<file path="src/hdl/ipt_pkg.sv">
// package: item types, register codes and trim clamp for the injector pulse trimmer
`timescale 1ns / 1ps

package ipt_pkg;

  // channel count and field widths
  localparam int CHANNELS  = 4;
  localparam int CHAN_W    = 2;
  localparam int GATE_W    = 4;
  localparam int TIME_W    = 32;
  localparam int TRIM_W    = 13;
  localparam int LIMIT_W   = 12;
  localparam int FRAC_W    = 12;
  localparam int CFG_IDX_W = 2;
  localparam int CFG_DAT_W = 13;

  // smallest clamped trim magnitude that switches intercept on
  localparam int LATCH_MIN = 5;

  // register indexes
  localparam logic [CFG_IDX_W-1:0] REG_TRIM  = 2'd0;
  localparam logic [CFG_IDX_W-1:0] REG_LIMIT = 2'd1;

  // register reset values
  localparam logic [TRIM_W-1:0]  TRIM_RESET  = 13'd0;
  localparam logic [LIMIT_W-1:0] LIMIT_RESET = 12'd614;

  // item kinds
  localparam logic FUNC_EDGE = 1'b0;
  localparam logic FUNC_TICK = 1'b1;

  typedef logic signed [TRIM_W-1:0] trim_t;

  typedef struct packed {
    logic              func;
    logic [CHAN_W-1:0] channel;
    logic              sense_level;
    logic [TIME_W-1:0] now_us;
  } item_t;

  typedef struct packed {
    logic [GATE_W-1:0] gate_levels;
    logic [GATE_W-1:0] gate_changed;
    logic [TIME_W-1:0] trimmed_width_us;
    logic              intercept_on;
  } result_t;

  // requested trim clamped to plus or minus the limit
  function automatic trim_t eff_trim(input trim_t trim, input logic [LIMIT_W-1:0] limit);
    logic signed [TRIM_W:0] t;
    logic signed [TRIM_W:0] l;
    t = {trim[TRIM_W-1], trim};
    l = {2'b00, limit};
    if (t > l) begin
      t = l;
    end else if (t < -l) begin
      t = -l;
    end
    return t[TRIM_W-1:0];
  endfunction

  // magnitude large enough to latch intercept mode
  function automatic logic trim_latches(input trim_t t);
    return (t >= trim_t'(LATCH_MIN)) || (t <= -trim_t'(LATCH_MIN));
  endfunction

endpackage

</file>
<file path="src/hdl/ipt_scale.sv">
// width scaler: measured width times (1 + trim), truncated and saturated
`timescale 1ns / 1ps

module ipt_scale (
  input  logic [ipt_pkg::TIME_W-1:0] start_us,
  input  logic [ipt_pkg::TIME_W-1:0] now_us,
  input  ipt_pkg::trim_t             trim,
  output logic [ipt_pkg::TIME_W-1:0] trimmed_us
);
  import ipt_pkg::*;

  localparam int PROD_W = TIME_W + TRIM_W;

  logic [TIME_W-1:0]       width_us;
  logic [TRIM_W:0]         factor_wide;
  logic [TRIM_W-1:0]       factor;
  logic [PROD_W-1:0]       product;
  logic [PROD_W-FRAC_W-1:0] shifted;

  // measured width, wraps with the timestamp
  assign width_us = now_us - start_us;

  // factor 4096 + t stays within 1 .. 8191 since t is at least -4095
  assign factor_wide = (TRIM_W + 1)'(1 << FRAC_W) + {trim[TRIM_W-1], trim};
  assign factor      = factor_wide[TRIM_W-1:0];

  // scale, drop the fraction, saturate to the timestamp width
  assign product = PROD_W'(width_us) * PROD_W'(factor);
  assign shifted = product[PROD_W-1:FRAC_W];
  assign trimmed_us = shifted[TIME_W] ? {TIME_W{1'b1}} : shifted[TIME_W-1:0];

endmodule

</file>
<file path="src/hdl/injector_pulse_trim_top.sv">
// top level: registers, channel state and result register of the injector pulse trimmer
`timescale 1ns / 1ps

// Four-channel injector pulse regenerator. Each item is a sense edge or a time
// tick and yields exactly one result. One item is taken every clock unless the
// output stalls: all the work (width measurement, one 32 x 13 multiply, four
// parallel end-of-pulse compares) sits between the accepted item and the result
// register, so the result is valid in the cycle after acceptance and the input
// stalls only while a result is held by a stalled output. Registers are trim_q
// (index 0) and trim_limit_q (index 1); writes are always ready, and intercept
// mode latches on for good when the clamped trim reaches a magnitude of 5/4096.

module injector_pulse_trim_top (
  input  logic                          clk,
  input  logic                          rst,
  input  logic                          item_valid,
  output logic                          item_stall,
  input  ipt_pkg::item_t                item,
  output logic                          result_valid,
  input  logic                          result_stall,
  output ipt_pkg::result_t              result,
  input  logic                          cfg_valid,
  output logic                          cfg_ready,
  input  logic [ipt_pkg::CFG_IDX_W-1:0] cfg_index,
  input  logic [ipt_pkg::CFG_DAT_W-1:0] cfg_data
);
  import ipt_pkg::*;

  // configuration and mode
  trim_t               trim_q;
  logic [LIMIT_W-1:0]  trim_limit_q;
  logic                intercept_latch;

  // channel state
  logic [TIME_W-1:0]   pulse_start [CHANNELS];
  logic [TIME_W-1:0]   target_width [CHANNELS];
  logic [CHANNELS-1:0] pulse_active;
  logic [CHANNELS-1:0] ecu_pulse_ended;
  logic [GATE_W-1:0]   gate_state;

  logic [CHANNELS-1:0] pulse_active_next;
  logic [CHANNELS-1:0] ecu_pulse_ended_next;
  logic [GATE_W-1:0]   gate_state_next;
  logic [GATE_W-1:0]   changed;
  logic [TIME_W-1:0]   trimmed;
  logic                start_we;
  logic                target_we;

  trim_t               t_cur;
  trim_t               t_new;
  logic [TIME_W-1:0]   scaled_us;
  logic                accept;
  logic                cfg_we;

  // handshakes
  assign cfg_ready  = 1'b1;
  assign cfg_we     = cfg_valid && cfg_ready;
  assign item_stall = result_valid && result_stall;
  assign accept     = item_valid && !item_stall;

  // effective trim now and after the write being taken
  assign t_cur = eff_trim(trim_q, trim_limit_q);

  always_comb begin
    t_new = t_cur;
    unique case (cfg_index)
      REG_TRIM:  t_new = eff_trim(cfg_data[TRIM_W-1:0], trim_limit_q);
      REG_LIMIT: t_new = eff_trim(trim_q, cfg_data[LIMIT_W-1:0]);
      default:   t_new = t_cur;
    endcase
  end

  // register writes and intercept latch
  always_ff @(posedge clk) begin
    if (rst) begin
      trim_q          <= TRIM_RESET;
      trim_limit_q    <= LIMIT_RESET;
      intercept_latch <= 1'b0;
    end else if (cfg_we) begin
      unique case (cfg_index)
        REG_TRIM:  trim_q <= cfg_data[TRIM_W-1:0];
        REG_LIMIT: trim_limit_q <= cfg_data[LIMIT_W-1:0];
        default:   ;
      endcase
      if ((cfg_index == REG_TRIM || cfg_index == REG_LIMIT) && trim_latches(t_new)) begin
        intercept_latch <= 1'b1;
      end
    end
  end

  // trimmed width for the edge channel
  ipt_scale u_scale (
    .start_us   (pulse_start[item.channel]),
    .now_us     (item.now_us),
    .trim       (t_cur),
    .trimmed_us (scaled_us)
  );

  // next channel state and result for the offered item
  always_comb begin
    pulse_active_next    = pulse_active;
    ecu_pulse_ended_next = ecu_pulse_ended;
    gate_state_next      = gate_state;
    changed              = '0;
    trimmed              = '0;
    start_we             = 1'b0;
    target_we            = 1'b0;
    if (item.func == FUNC_EDGE) begin
      if (int'(item.channel) < CHANNELS) begin
        if (!intercept_latch) begin
          // pass-through: gate follows the inverted sense line
          gate_state_next[item.channel] = !item.sense_level;
          changed[item.channel]         = 1'b1;
        end else if (!item.sense_level) begin
          // ecu opens: start a pulse
          start_we                           = 1'b1;
          pulse_active_next[item.channel]    = 1'b1;
          ecu_pulse_ended_next[item.channel] = 1'b0;
          gate_state_next[item.channel]      = 1'b1;
          changed[item.channel]              = 1'b1;
        end else if (pulse_active[item.channel]) begin
          // ecu closes: record trimmed width, close now or extend
          trimmed   = scaled_us;
          target_we = 1'b1;
          if (t_cur <= trim_t'(0)) begin
            gate_state_next[item.channel]   = 1'b0;
            changed[item.channel]           = 1'b1;
            pulse_active_next[item.channel] = 1'b0;
          end else begin
            ecu_pulse_ended_next[item.channel] = 1'b1;
          end
        end
      end
    end else if (intercept_latch && t_cur > trim_t'(0)) begin
      // tick: close every extended pulse whose trimmed width has run out
      for (int i = 0; i < CHANNELS; i++) begin
        if (pulse_active[i] && ecu_pulse_ended[i] &&
            (item.now_us - pulse_start[i]) >= target_width[i]) begin
          gate_state_next[i]      = 1'b0;
          changed[i]              = 1'b1;
          pulse_active_next[i]    = 1'b0;
          ecu_pulse_ended_next[i] = 1'b0;
        end
      end
    end
  end

  // channel state registers
  always_ff @(posedge clk) begin
    if (rst) begin
      pulse_active    <= '0;
      ecu_pulse_ended <= '0;
      gate_state      <= '0;
      for (int i = 0; i < CHANNELS; i++) begin
        pulse_start[i]  <= '0;
        target_width[i] <= '0;
      end
    end else if (accept) begin
      pulse_active    <= pulse_active_next;
      ecu_pulse_ended <= ecu_pulse_ended_next;
      gate_state      <= gate_state_next;
      if (start_we) begin
        pulse_start[item.channel] <= item.now_us;
      end
      if (target_we) begin
        target_width[item.channel] <= trimmed;
      end
    end
  end

  // result register
  always_ff @(posedge clk) begin
    if (rst) begin
      result_valid <= 1'b0;
    end else if (accept) begin
      result_valid <= 1'b1;
    end else if (!result_stall) begin
      result_valid <= 1'b0;
    end
  end

  always_ff @(posedge clk) begin
    if (accept) begin
      result.gate_levels      <= gate_state_next;
      result.gate_changed     <= changed;
      result.trimmed_width_us <= trimmed;
      result.intercept_on     <= intercept_latch;
    end
  end

endmodule

</file>
<file path="config.mk">
export PLATFORM = sky130hd
export DESIGN_NAME = injector_pulse_trim_top
export DESIGN_NICKNAME = d
export VERILOG_FILES = /design/src/hdl/ipt_pkg.sv /design/src/hdl/ipt_scale.sv /design/src/hdl/injector_pulse_trim_top.sv
export SDC_FILE = /design/constraint.sdc
export NUM_CORES = 2
export LEC_CHECK = 0
export BUFFER_PORTS_ARGS = -buffer_cell sky130_fd_sc_hd__buf_2
export CORE_MARGIN = 1.5
export CORE_UTILIZATION = 65
export CTS_BUF_LIST = sky130_fd_sc_hd__clkbuf_16
export DETAILED_ROUTE_END_ITERATION = 8
export GPL_TIMING_DRIVEN = 0
export PLACE_DENSITY = 0.82
export SLEW_MARGIN = 40
export SYNTH_ARGS = -nofsm -noshare
export SYNTH_HDL_FRONTEND = slang
export SYNTH_SLANG_ARGS = --single-unit
</file>
<file path="constraint.sdc">
create_clock -name clk -period 26.8 [get_ports clk]
set_clock_uncertainty 0.05 [all_clocks]
set_input_delay 2.68 -clock clk [delete_from_list [all_inputs] [get_ports clk]]
set_output_delay 2.68 -clock clk [all_outputs]
set_load 0.1 [all_outputs]
</file>
# Word-level counts from Yosys, hierarchy flattened
# Memory sizes are Yosys's and may differ from the RTL's.
# Cells that the tools add are included.
[totals]
reg_bits = 80
elab_cells = 170
in_bits = 56
mem_count = 2
ram_bits = 256
output_inout_bits = 44
[memory_table]
columns = ["memory", "depth", "word_bits", "rd", "rd_ports_with_merged_regs", "wr", "line_no", "rtl"]
rows = [
  ["pulse_start", 4, 32, 5, 0, 4, "injector_pulse_trim_top.sv:35", "logic [TIME_W-1:0] pulse_start [CHANNELS];"],
  ["target_width", 4, 32, 4, 0, 4, "injector_pulse_trim_top.sv:36", "logic [TIME_W-1:0] target_width [CHANNELS];"],
]
[op_classes]
mux = 77
addsub = 8
mul = 1
reduce_logical = 32
n_bitwise = 7
order_cmp = 16
eq_ne = 10
[ops]
columns = ["op", "n"]
rows = [
  ["2-to-1 mux 32 bit", 7],
  ["subtractor 32 bit", 5],
  [">= comparator 32 bit", 4],
  ["2-to-1 mux 4 bit", 23],
  ["2-to-1 mux 13 bit", 6],
  ["OR reduction 32 bit", 2],
  ["AND reduction 6 bit", 8],
  ["multiplier 32 x 13 -> 45 bit", 1],
  ["less-than comparator 13 x 14 -> 1 bit", 3],
  ["> comparator 13 bit", 3],
  ["2-to-1 mux 1 bit", 35],
  ["negator 12 -> 14 bit", 2],
  ["one-hot mux 13 bit (2 select lines)", 1],
  ["adder 13 bit (first input constant)", 1],
  [">= comparator 13 x 4 -> 1 bit (second input constant)", 1],
  ["> comparator 13 x 1 -> 1 bit (second input constant)", 1],
  ["less-or-equal comparator 13 x 1 -> 1 bit (second input constant)", 1],
  ["less-or-equal comparator 13 x 4 -> 1 bit (second input constant)", 1],
  ["logical AND 1 bit", 13],
  ["AND 4 bit", 3],
  ["!= test 2 x 1 -> 1 bit (second input constant)", 6],
  ["bitwise OR 4 bit", 3],
  ["!= test 3 x 1 -> 1 bit (second input constant)", 2],
  ["AND reduction 2 bit", 3],
  ["other kinds (13)", 16],
]

# Logic depth before layout (Yosys ltp)
[logic_depth]
word_depth = 12
mapped_depth = 44
mapped_depth_nobuf = 41

# Hierarchy
# From an unflattened synthesis, not the netlist that was laid out.
[hier_totals]
cells_unflattened = 4726
hier_area_um2 = 41898.9
[by_module_without_submodules]
columns = ["module", "area_per_inst_um2", "seq_area_each_um2", "cells_per_inst", "instances"]
rows = [
  ["injector_pulse_trim_top", 26449.1, 9699.3, 2833, 1],
  ["ipt_scale", 15449.8, 0.0, 1893, 1],
]

# Least setup slack after synthesis
# No wires, ideal clock.
[synth_timing]
path_kind = "input-to-reg"
from = "in item[33] (netlist name)"
to = "mem target_width[0][29] (data pin)"
setup_ns = 0.265
arrival_ns = 12.195
cell_stages = 41
path_slack_ns = 14.290
required_time_ns = 26.485
n_path_buf = 4
cell_sequence = "clkbuf_1 > buf_1 > mux4_2 > ha_1 > fa_1 > nor2b_1 > o21ai_0 > a21boi_0 > o21ai_0 > a21boi_0 > o211ai_1 > a21oi_1 > a2111oi_0 > o31ai_1 > a41oi_1 > o21bai_1 > a21oi_1 > xnor2_1 > [... 5 more ...] > fa_1 > fa_1 > inv_1 > fa_1 > inv_1 > ha_1 > clkbuf_1 > a21oi_1 > o21bai_1 > a21oi_1 > o21ai_0 > or3_1 > nor3_1 > nor3_1 > o32ai_1 > xnor2_1 > nor2_1 > nor2_1"
[synth_lines]
columns = ["element", "line_no", "rtl"]
rows = [
  ["start, declared", "injector_pulse_trim_top.sv:18", "input ipt_pkg::item_t item,"],
  ["end, declared", "injector_pulse_trim_top.sv:36", ""],
]

==> results.toml <==
[yosys]
ys_seq_elements = 336
syn_area_mm2 = 0.04025
async_reset_ff_share_pct = 0
synthCells = 4561
synth_flop_cell = "edfxtp_1"
synth.distinct_cells = 88
seq_area_frac_synth_pct = 24.10
synth_edf_count = 297
syn_avg_cell_area_um2 = 8.824
synth.top_cell.area_share_pct = 22.16
ys_top_cells_by_area = "edfxtp_1 (22%), fa_1 (17%), ha_1 (14%)"
syn_nets = 5387
yosysTopAreaCell = "edfxtp_1"
yosysMostFrequentCell = "inv_1"
yosys_warnings = 0
synthTopCellsByCount = "inv_1 (745), nor2_1 (494), ha_1 (436)"

[clock_tree]
clock_latency_ns = 0.60
cts_tree = "built"
cts_buffers = 41
h-tree-depth = 2
ctsResizeCount = 0
postCtsSetupBuffers = 0
clockRootBuffer = "clkbuf_16"
clkSinkCount = 336
hold_buffers = 0
clk_pin_slew_ns = 0.07
clockBufferDepth = 3

[floorplan]
design.core.area_mm2 = 0.06148
die_x_um = 251.8
die_h_um = 251.8
ios = 100
num_rows = 91
start_util_pct = 65.46
dieArea_mm2 = 0.06342

[global_route]
grt_pass1_vias = 33729
grt_overflow = 0
antenna_found_initial = 8
grt_usage_pct = 38.36
grt_pass1_wl_um = 186400
grt_max_degree = 39

[setup_path]
crit_arrival_ns = 15.28
critPathSlowestCell = "clkbuf_1"
slowest_delay_ns = 0.68
worstPathMaxFanout = 10
reg2reg_from = "trim_limit_q[1]"
r2r_end = "result[20]"
crit_type = "input pin to flip-flop"
worstRegToRegCells = 36
required_ns = 27.06
critPathLaunchType = "input pin"
crit_path_frequent_cell = "fa_1"
r2r_slack_ns = 14.12
end_kind = "flip-flop"

[cells_and_area]
final_area_mm2 = 0.04338
drive_gt1_share_pct = 6.416
syn2layout_area_growth_pct = 7.794
fillers = 4808
final_nets = 5532

[timing]
fin_tns_setup_ns = 0
post-route-min-period_ns = 15.02
fmax_mhz = 66.57
setup_viol = 0
tightest_slew_ns = 0.9305
drv_slew = 0
rsz0062_at_grt = "no"
finalHoldViolCount = 0
slew_headroom_pct = 37.97
fin_crit_sh_pct = 56.05

[routing]
via_count = 34404
wire_per_inst_um = 21.94
vias_per_cell = 6.219
drc_errors = 0
first_pass_iters = 6
drt_iter0_markers = 3644
antenna_left = 0
totalWireLength_um = 121400

[placement]
finalWeightedCongestion = 1.009
place_area_mm2 = 0.04201
dp_hpwl_um = 98080
numPortBuffers = 95

[min_path]
holdCritStartpoint = "ecu_pulse_ended[2]"
hold_class = "flip-flop to flip-flop"
holdPathStages = 2
min_to = "ecu_pulse_ended[2]"

[flow_run]
drv_cap = 0

[status]
status = "finished, final reports clean"
area by class of cell:
| cell class | instances | area (um^2) | area share (%) |
|---|---|---|---|
| timing repair buffer | 102 | 580.6 | 1.338 |
| inverter | 746 | 2803 | 6.460 |
| sequential | 336 | 9699 | 22.36 |
| clock inverter | 34 | 286.5 | 0.6605 |
| buffer | 163 | 646.9 | 1.491 |
| clock buffer | 41 | 1026 | 2.365 |
| tap | 790 | 988.4 | 2.278 |
| multi-input combinational | 3316 | 27340 | 63.03 |
| antenna | 4 | 10.01 | 0.02307 |
worst max-delay path, delay by kind of cell:
family                   cells  cell delay [ns]
AO/OA/AOI/OAI               16             3.80
XOR/XNOR                     2             0.73
adder cells (fa/ha/maj)      8             3.57
buffers and inverters        8             2.21
multiplexers                 1             0.43
AND/OR/NAND/NOR              7             1.83
per-layer routing:
| metal | wire length, um | GRT usage [%] | share of wire [%] |
|---|---|---|---|
| met2 | 54440 | 60.64 | 45 |
| met1 | 46970 | 50.43 | 39 |
| met5 | 80 | 0 | 0.066 |
| met3 | 13410 | 8.233 | 11 |
| met4 | 6455 | 18.46 | 5.3 |
worst max path at each step:
stage,from,end,slack [ns]
6_report,item[34],target_width[2][29],11.78
5_1_grt,item[34],target_width[3][29],11.28
4_1_cts,item[34],target_width[2][29],11.91
3_5_place_dp,item[33],target_width[0][29],11.35
3_3_place_gp,item[33],target_width[0][29],11.23
2_1_floorplan,item[33],target_width[0][29],14.29
stage by stage:
step	setup slack [ns]	hold WS, ns	utilization (%)	std cells
5_1_grt	11.28	0.4555	70.55	5529
2_1_floorplan	14.29	0.3920	-	4561
4_1_cts	11.91	0.4281	70.47	5528
3_5_place_dp	11.35	0.4183	68.33	5453
6_report	11.78	0.4299	70.56	5532
3_3_place_gp	11.23	0.4155	67.84	5446
cell families after synthesis:
logic type,count (synthesis),share of synthesized area [%]
other,1,0.009318
flip-flops,336,24.10
adder cells (fa/ha/maj),771,30.19
XOR/XNOR,199,4.399
AO/OA/AOI/OAI,800,13.15
buffers and inverters,909,8.534
multiplexers,51,2.316
AND/OR/NAND/NOR,1494,17.29
flip-flops by register name (all words and copies together), names as in the netlist:
register,count
pulse_active,4
ecu_pulse_ended,4
gate_state,4
result,41
trim_q,13
intercept_latch,1
pulse_start,128
target_width,128
result_valid,1
trim_limit_q,12
cell usage in the layout (no fill, tap or decap), drive strengths merged, types with 36 or more instances in the layout:
cell type  instances
inv              754
nor2             494
ha               436
nand2            410
fa               334
edfxtp           297
a21oi            242
clkbuf           184
xnor2            135
o21ai            128
buf              122
and3             115
a21o             110
and2              82
nand3             82
nor3              71
xor2              62
nor2b             59
nand2b            54
nand4             39
dfxtp             39
o21a              36
Power is left out: the tool's default activity adds up to more than one toggle a clock period on the data nets, which glitch-free logic cannot reach.
